$ cat config.mk
export PLATFORM = sky130hd
export DESIGN_NAME = bir_lane
export DESIGN_NICKNAME = d
export VERILOG_FILES = /design/src/rtl/bir_pkg.sv /design/src/rtl/bir_lane.sv
export SDC_FILE = /design/constraint.sdc
export NUM_CORES = 2
export LEC_CHECK = 0
export BUFFER_PORTS_ARGS = -buffer_cell sky130_fd_sc_hd__buf_2
export CORE_ASPECT_RATIO = 0.8
export CORE_MARGIN = 2
export CORE_UTILIZATION = 65
export CTS_BUF_LIST = sky130_fd_sc_hd__clkbuf_8
export CTS_CLUSTER_SIZE = 40
export DETAILED_ROUTE_END_ITERATION = 10
export PLACE_DENSITY = 0.83
export SLEW_MARGIN = 30
export SYNTH_ARGS = -nofsm -noshare
export SYNTH_HDL_FRONTEND = slang
export SYNTH_SLANG_ARGS = --single-unit
$ cat constraint.sdc
create_clock -name clk -period 12.4 [get_ports clk]
set_input_delay 3.1 -clock clk [delete_from_list [all_inputs] [get_ports clk]]
set_output_delay 3.1 -clock clk [all_outputs]
set_load 0.02 [all_outputs]
$ cat src/rtl/bir_pkg.sv
package bir_pkg;

    localparam int CFG_W   = 10;
    localparam int COORD_W = 9;
    localparam int CH_W    = 8;
    localparam int NUM_CH  = 3;
    localparam int NUM_TAP = 4;
    localparam int PIX_W   = NUM_CH * CH_W;
    localparam int DENW    = CFG_W + 1;
    localparam int IDX_W   = 2;

    localparam logic ACT_WRITE = 1'b0;
    localparam logic ACT_READ  = 1'b1;

    localparam logic [IDX_W-1:0] REG_SRC_W = 2'd0;
    localparam logic [IDX_W-1:0] REG_SRC_H = 2'd1;
    localparam logic [IDX_W-1:0] REG_TGT_W = 2'd2;
    localparam logic [IDX_W-1:0] REG_TGT_H = 2'd3;

endpackage

$ cat src/rtl/bir_lane.sv
module bir_lane #(
    parameter int WB = 16
) (
    input  logic                                   clk,
    input  logic                                   en,
    input  logic [bir_pkg::NUM_TAP-1:0][bir_pkg::CH_W-1:0] px,
    input  logic [bir_pkg::NUM_TAP-1:0][2*WB:0]    kw,
    output logic [bir_pkg::CH_W-1:0]               pix
);
    import bir_pkg::*;

    localparam int AW = 2 * WB + CH_W;

    logic [AW-1:0] prod_reg [NUM_TAP];
    logic [AW-1:0] acc;

    always_ff @(posedge clk)
    begin
        if (en)
        begin
            for (int j = 0; j < NUM_TAP; j++)
            begin
                prod_reg[j] <= AW'(px[j]) * AW'(kw[j]);
            end
        end
    end

    // four-tap sum, round half up
    always_comb
    begin
        acc = AW'(1) << (2 * WB - 1);
        for (int j = 0; j < NUM_TAP; j++)
        begin
            acc = acc + prod_reg[j];
        end
    end

    assign pix = acc[AW-1:2*WB];

endmodule

==> flow_summary.yaml <==
outcome:
  status: "completed"
drt:
  drtAntennaViolNets: 0
  wl_per_cell_um: 19.0
  finalWirelength_mm: 95.4
  first_iter_violations: 2504
  drt-pass1-iter-count: 5
  vias_per_cell: 5.83
  dr_total_vias: 29400
  drc: 0
finish:
  n_fill_cell: 4625
  num_antenna_cells: 0
  nets: 5484
  finalInstanceArea_sq_mm: 0.0423
  largest_reg_flops: 160
  multi_input_area_sq_mm: 0.0326
  syn_to_final_growth_pct: 4.75
  layout_commonest_cell: "and2_1"
  drive_above_1_share_pct: 5.54
  layout_common_cells: "and2_1, fa_1, inv_1"
  register_area_sq_mm: 0.00480
worst_setup_path:
  crit_arrival_ns: 8.39
  crit_required_ns: 12.65
  worstPathMaxFanout: 33
  start_kind: "input pin"
  critPathCaptureType: "flip-flop"
  critical_path_class: "input pin to flip-flop"
grt:
  grt_max_degree: 104
  grt_pass1_wl_mm: 159
  grt_usage_pct: 31.5
  grt.overflow.total: 0
  antenna_found_initial: 4
  grt_pass1_vias: 30700
clock_network:
  post_cts.repair.setup_buffers: 0
  numCtsBuffers: 17
  cts_tree: "built"
  cts_root_buffer: "clkbuf_8"
  cts-htree-levels: 4
  cts_resized: 0
  hold_buffers: 0
  clock-sinks: 160
  clkTransAtPathRegs_ns: 0.10
  ctsLongestPathBuffers: 2
floorplanning:
  die_h_um: 227
  core_sq_mm: 0.0613
  die_width_um: 283
  ios: 174
  fp.dieArea_sq_mm: 0.0642
  num_rows: 81
  initial_core_util_pct: 65.9
logic_synthesis:
  netlist_instances: 4130
  synth_area_leaders: "fa_1, and2_1, edfxtp_1"
  ys_seq_area_share_pct: 11.9
  ys_warn_count: 0
  ys_async_sr_fraction_pct: 0
  synth_area_leader_cell: "fa_1"
  yosys.cell_types.count: 77
  synth-edff-count: 160
  synth_top_cell_area_share_pct: 40.5
  synth.cell_area_sq_mm: 0.0404
  syn_area_per_cell_sq_um: 9.79
  ys_ff_latch: 160
  ys.flop_type: "edfxtp_1"
  syn_nets: 5422
timing:
  final_max_slew_viol_count: 0
  setup_viol: 0
  finalCritPeriodShare_pct: 65.7
  timing.slew.headroom_pct: 49.5
  worstMarginPinSlew_ns: 0.757
  rsz0062_at_grt: "false"
  max_freq_mhz: 123
  post-route-min-period_ns: 8.14
  holdWs_ns: 2.99
  finalHoldViolCount: 0
  tns_ns: 0
placement:
  dpl_cell_area_sq_mm: 0.0418
  dp_hpwl_mm: 77.0
  numPortBuffers: 173
  gp_congestion: 0.961
flow_run:
  max_cap_viol_count: 0
min_path:
  min_path_type: "input pin to flip-flop"
## worst max-delay path: stages
cell and delay (ns):
buf_2 0.51, and2_1 0.25, fa_1 0.45, fa_1 0.50, fa_1 0.53, inv_1 0.07
fa_1 0.49, inv_1 0.05, ha_1 0.43, a21oi_1 0.10, o21ai_0 0.25, a22oi_1 0.19
o211ai_1 0.43, a21oi_1 0.20, o2111a_1 0.32, o31ai_1 0.25, a21oi_1 0.12, xnor2_1 0.15
## final timing paths
check	from	depth (start not counted)	endpoint
max	px[11]	18	prod_reg[1][36]$_DFFE_PP_
min	en	1	prod_reg[2][28]$_DFFE_PP_
## stage by stage
step / worst slack, ns / util [%] / instances
after CTS: 4.36 / 69.0 / 5034
after floorplan: 4.58 / - / 4130
after global placement: 3.96 / 68.2 / 5002
after detailed placement: 3.87 / 68.2 / 5002
after global routing: 3.91 / 69.0 / 5035
final: 4.26 / 69.0 / 5035
## cell type report
class                           instances  share of cell area (%)
Timing Repair Buffer                  175                    2.14
Inverter                              659                    5.84
Clock inverter                         15                   0.570
Clock buffer                           17                   0.553
Multi-Input combinational cell       3179                    77.1
Tap cell                              830                    2.45
Sequential cell                       160                    11.3
## cells in the mapped netlist (4+ instances only)
cell and number:
a211o_1 4, a211oi_1 13, a21o_1 93, a21oi_1 162
a311oi_1 4, a31o_2 5, a31oi_1 16, a41oi_1 6
and2_1 832, and3_1 17, and4_1 9, buf_2 6
clkbuf_1 125, edfxtp_1 160, fa_1 817, ha_1 309
inv_1 659, nand2_1 314, nand2b_1 21, nand3_1 48
nand4_1 20, nor2_1 77, nor2b_1 24, nor3_1 18
nor4_1 5, o2111ai_1 4, o211ai_1 11, o21a_1 22
o21ai_0 73, o21ai_1 6, o21bai_1 17, o221ai_1 4
o31ai_1 6, xnor2_1 115, xor2_1 45
## per-layer routing
layer / vias up / wire, um / global-route usage, %
met5: - / 23 / 0
li1: 13100 / - / -
met1: 15100 / 39800 / 45.1
met4: 4 / 1770 / 6.49
met3: 152 / 7390 / 4.51
met2: 1048 / 46400 / 51.7
## cell families after synthesis
| logic type | after synthesis | share of synthesized area (%) |
|---|---|---|
| AND/OR/NAND/NOR | 1400 | 19.2 |
| adder cells (fa/ha/maj) | 1126 | 50.0 |
| buffers and inverters | 791 | 7.37 |
| AO/OA/AOI/OAI | 491 | 8.00 |
| XOR/XNOR | 160 | 3.47 |
| flip-flops | 160 | 11.9 |
| multiplexers | 2 | 0.0495 |
Power is not shown: default switching activity piles up to over one toggle a cycle in this logic, so the estimate is an artifact.
