--- src/rtl/bir_pkg.sv ---
package bir_pkg;

    localparam int CFG_W   = 10;
    localparam int COORD_W = 9;
    localparam int CH_W    = 8;
    localparam int NUM_CH  = 3;
    localparam int NUM_TAP = 4;
    localparam int PIX_W   = NUM_CH * CH_W;
    localparam int DENW    = CFG_W + 1;
    localparam int IDX_W   = 2;

    localparam logic ACT_WRITE = 1'b0;
    localparam logic ACT_READ  = 1'b1;

    localparam logic [IDX_W-1:0] REG_SRC_W = 2'd0;
    localparam logic [IDX_W-1:0] REG_SRC_H = 2'd1;
    localparam logic [IDX_W-1:0] REG_TGT_W = 2'd2;
    localparam logic [IDX_W-1:0] REG_TGT_H = 2'd3;

endpackage

--- src/rtl/bir_div.sv ---
module bir_div #(
    parameter int NUMW  = 20,
    parameter int INTW  = 9,
    parameter int FRACW = 16
) (
    input  logic                    clk,
    input  logic                    en,
    input  logic [NUMW-1:0]         num,
    input  logic [bir_pkg::DENW-1:0] den,
    output logic [INTW+FRACW-1:0]   quo
);
    import bir_pkg::*;

    localparam int QB = INTW + FRACW;

    logic [DENW-1:0] rem_reg  [QB-1];
    logic [QB-1:0]   work_reg [QB];
    logic [DENW-1:0] rem_src  [QB];
    logic [QB-1:0]   work_src [QB];
    logic [DENW-1:0] rem_nx   [QB];
    logic [QB-1:0]   work_nx  [QB];
    logic [DENW:0]   trial    [QB];

    // one quotient bit per stage, restoring form
    always_comb
    begin
        rem_src[0]  = DENW'(num >> INTW);
        work_src[0] = {num[INTW-1:0], {FRACW{1'b0}}};
        for (int i = 1; i < QB; i++)
        begin
            rem_src[i]  = rem_reg[i-1];
            work_src[i] = work_reg[i-1];
        end
        for (int i = 0; i < QB; i++)
        begin
            trial[i] = {rem_src[i], work_src[i][QB-1]};
            if (trial[i] >= {1'b0, den})
            begin
                rem_nx[i]  = DENW'(trial[i] - {1'b0, den});
                work_nx[i] = {work_src[i][QB-2:0], 1'b1};
            end
            else
            begin
                rem_nx[i]  = trial[i][DENW-1:0];
                work_nx[i] = {work_src[i][QB-2:0], 1'b0};
            end
        end
    end

    always_ff @(posedge clk)
    begin
        if (en)
        begin
            for (int i = 0; i < QB - 1; i++)
            begin
                rem_reg[i] <= rem_nx[i];
            end
            for (int i = 0; i < QB; i++)
            begin
                work_reg[i] <= work_nx[i];
            end
        end
    end

    assign quo = work_reg[QB-1];

endmodule

--- config.mk ---
export PLATFORM = sky130hd
export DESIGN_NAME = bir_div
export DESIGN_NICKNAME = d
export VERILOG_FILES = /design/src/rtl/bir_pkg.sv /design/src/rtl/bir_div.sv
export SDC_FILE = /design/constraint.sdc
export NUM_CORES = 1
export LEC_CHECK = 0
export ABC_AREA = 1
export BUFFER_PORTS_ARGS = -buffer_cell sky130_fd_sc_hd__buf_2
export CAP_MARGIN = 20
export CORE_AREA = 8 8 307 309
export DETAILED_ROUTE_END_ITERATION = 7
export DIE_AREA = 0 0 315 317
export PLACE_DENSITY = 0.6
export SYNTH_ARGS = -nofsm -noshare
export SYNTH_HDL_FRONTEND = slang
export SYNTH_SLANG_ARGS = --single-unit
export TNS_END_PERCENT = 30
--- constraint.sdc ---
create_clock -name clk -period 5.62 [get_ports clk]
set_input_delay 1.124 -clock clk [delete_from_list [all_inputs] [get_ports clk]]
set_output_delay 1.124 -clock clk [all_outputs]
set_load 0.005 [all_outputs]
==> out/qor.yml <==
logic_synthesis:
  synth_nets: 4687
  synth_most_common_cell: "nand2_1"
  async_reset_ff_share_pct: 0
  netlist_instances: 4356
  synthXorXnorAreaFrac_pct: 1.62
  postSynthAreaPerCell_um2: 8.93
  yosysWarnings: 0
  synth_adder_area_share_pct: 10.0
  yosysTopAreaCell: "edfxtp_1"
  synth_top_cells_by_count: "nand2_1 (1,477), edfxtp_1 (625), inv_1 (549)"
  ys.flop_type: "edfxtp_1"
  ys_types: 38
  synth_top_area_share_pct: 48.2
  syn_area_um2: 38900
  ys_ff_latch: 625
  synth_edf_count: 625
  synth_mux_area_share_pct: 0
  synth.area.top_cells: "edfxtp_1 (48%), nand2_1 (14%), ha_1 (8.8%), nand3_1 (6.0%), inv_1 (5.3%)"
  yosysSeqAreaShare_pct: 48.2
  synth_compound_gate_area_share_pct: 2.49
  synth_top_family_by_area: "simple AND/OR/NAND/NOR gates"
  yosys.area_share.simple_pct: 30.7
setup_path:
  end_kind: "flop"
  crit_family: "buffers and inverters"
  crit_fanout: 21
  cp_num_buf_inv: 3
  required_ns: 5.98
  critical_path_class: "input port to flop"
  cpMaxStageDelayCell: "fa_1"
  max_stage_delay_ns: 0.52
  cp.arrival_ns: 4.01
  rrSetupSlack_ns: 2.91
  reg2reg_from: "rem_reg[1][52]$_DFFE_PP_"
  worst_setup_path_start_kind: "input port"
  timing.rr.end: "rem_reg[1][60]$_DFFE_PP_"
  cp_cell_sequence: "buf_2 > clkinv_2 > buf_4 > fa_1 > nand3_1 > nand3_1 > nand3_1 > nand4_1 > nand3_1 > nand2_1"
  reg2reg_depth: 7
  cp_common_cell: "nand3_1"
finish:
  area_delta_synth_final_pct: 10.7
  finalNetCount: 4789
  drive_gt1_share_pct: 10.5
  largest_reg_flops: 361
  design_area_um2: 43100
  n_antenna_cell: 0
sta:
  hold_violations: 0
  maxSlewViolCount: 0
  setup_viol: 0
  clock_skew_ns: 0.0314
  setup_tns_ns: 0
  relSlewSlack_pct: 21.7
  rsz0062_at_grt: "no"
  finalCritPeriodShare_pct: 65.1
  tightestPinTransition_ns: 1.17
  max_freq_ghz: 0.273
  min_period_ns: 3.66
drt:
  vias: 28700
  drtAntennaViolNets: 0
  wirelength_um: 85900
  drtIter0Drc: 1868
  avgRoutedWirePerCell_um: 15.1
  remaining_drc_errors: 0
  dr.pass1.iters: 5
  post_drt_via_cell_ratio: 5.05
pwr:
  finalPower_mw: 22.7
  p_leak_nw: 19.8
  vdd_drop_max_v: 0.000299
  p_per_area_nw_per_um2: 526
die:
  placeableCoreArea_um2: 89300
  dieArea_um2: 99900
  start_util_pct: 43.6
  rows: 110
  die_w_um: 315
  io_pins: 58
  die_y_um: 317
clock_network:
  cts.clk_slew.worst_paths_ns: 0.05
  htreeDepth: 3
  cts_resized: 0
  postCtsHoldBufs: 0
  cts_tree: "yes"
  cts.sinks: 625
  cts_root_buffer: "clkbuf_16"
  insertion_delay_ns: 0.61
  clk_path_buf_depth: 3
  numCtsBuffers: 74
  cts_setup_buffers: 0
worst_hold_path:
  worstHoldPathCells: 0
  min_to: "work_reg[1][66]$_DFFE_PP_"
  min-delay-start: "work_reg[1][40]$_DFFE_PP_"
  hold_path_class: "flop to flop"
run_status:
  status: "finished clean"
flow_run:
  drv_cap: 0
global_route:
  grt-ovfl-total: 0
  grt_antenna_before_repair: 0
  grt_start_max_net_pins: 107
  track_usage_pct: 17.1
  grt_pass1_wl_um: 139000
  grt_pass1_vias: 27200
place:
  port_buffers: 57
  dp_hpwl_um: 59900
  dpl_cell_area_um2: 40500
  gp_congestion: 0.890
[report_power, final]
group	internal (mW)	total (mW)	switching (mW)	leakage, nW
Sequential	6.90	7.62	0.719	6.12
Combinational	3.60	9.96	6.36	12.5
Clock	3.19	5.11	1.92	1.26
Total	13.7	22.7	9.00	19.8
[stage by stage]
stage,std cells,hold WS [ns],worst slack (ns),utilization (%)
6_report,5691,0.389,1.96,48.2
5_1_grt,5691,0.410,1.74,48.2
4_1_cts,5691,0.394,1.97,48.2
3_5_place_dp,5558,0.405,1.33,45.3
3_3_place_gp,5556,0.401,1.36,45.3
2_1_floorplan,4356,0.400,2.03,-
[area by class of cell]
cell class	count	area (um^2)
sequential	625	18800
timing repair buffer	94	661
clock buffer	89	1970
clock inverter	44	612
fill	8409	46200
tap	1176	1470
inverter	570	2140
multi-input combinational	3093	17500
[routing by layer]
metal  up-vias  part of all wire (%)  global-route usage, %
li1      14800                     -                      -
met1     13300                    47                   23.0
met2       488                    47                   28.8
met3       126                   4.0                   2.49
met4         0                   2.2                   4.38
met5         -                     0                      0
[placed cells by master (no fill, tap or decap), types with 22 or more instances in the layout]
cell type / instances
inv_1: 538
buf_4: 30
nand4_1: 128
nand2_1: 1477
a21oi_2: 26
or2_1: 22
nand3_1: 468
edfxtp_1: 625
inv_2: 31
nand3b_1: 66
a21oi_1: 89
buf_2: 56
nor2_1: 185
xor2_1: 63
nor2_2: 43
fa_1: 24
clkbuf_16: 77
nor2_4: 22
nand3_2: 63
nand2_2: 49
ha_1: 274
[cell families after synthesis]
group / after synthesis
flip-flops: 625
XOR/XNOR: 72
buffers and inverters: 638
adder cells (fa/ha/maj): 298
AND/OR/NAND/NOR: 2558
AO/OA/AOI/OAI: 165
[worst max-delay path by stage]
stage                     slack, ns                        to  cells after the start  startpoint
after floorplan                2.03  rem_reg[2][20]$_DFFE_PP_                     13      den[0]
after detailed placement       1.33  rem_reg[2][32]$_DFFE_PP_                     10      den[0]
after global placement         1.36  rem_reg[2][84]$_DFFE_PP_                     10      den[0]
final                          1.96  rem_reg[1][42]$_DFFE_PP_                     10      den[0]
after CTS                      1.97  rem_reg[1][34]$_DFFE_PP_                     10      den[0]
after global routing           1.74  rem_reg[2][51]$_DFFE_PP_                     10      den[0]
Note: power is estimated with default switching activity, not from simulation.
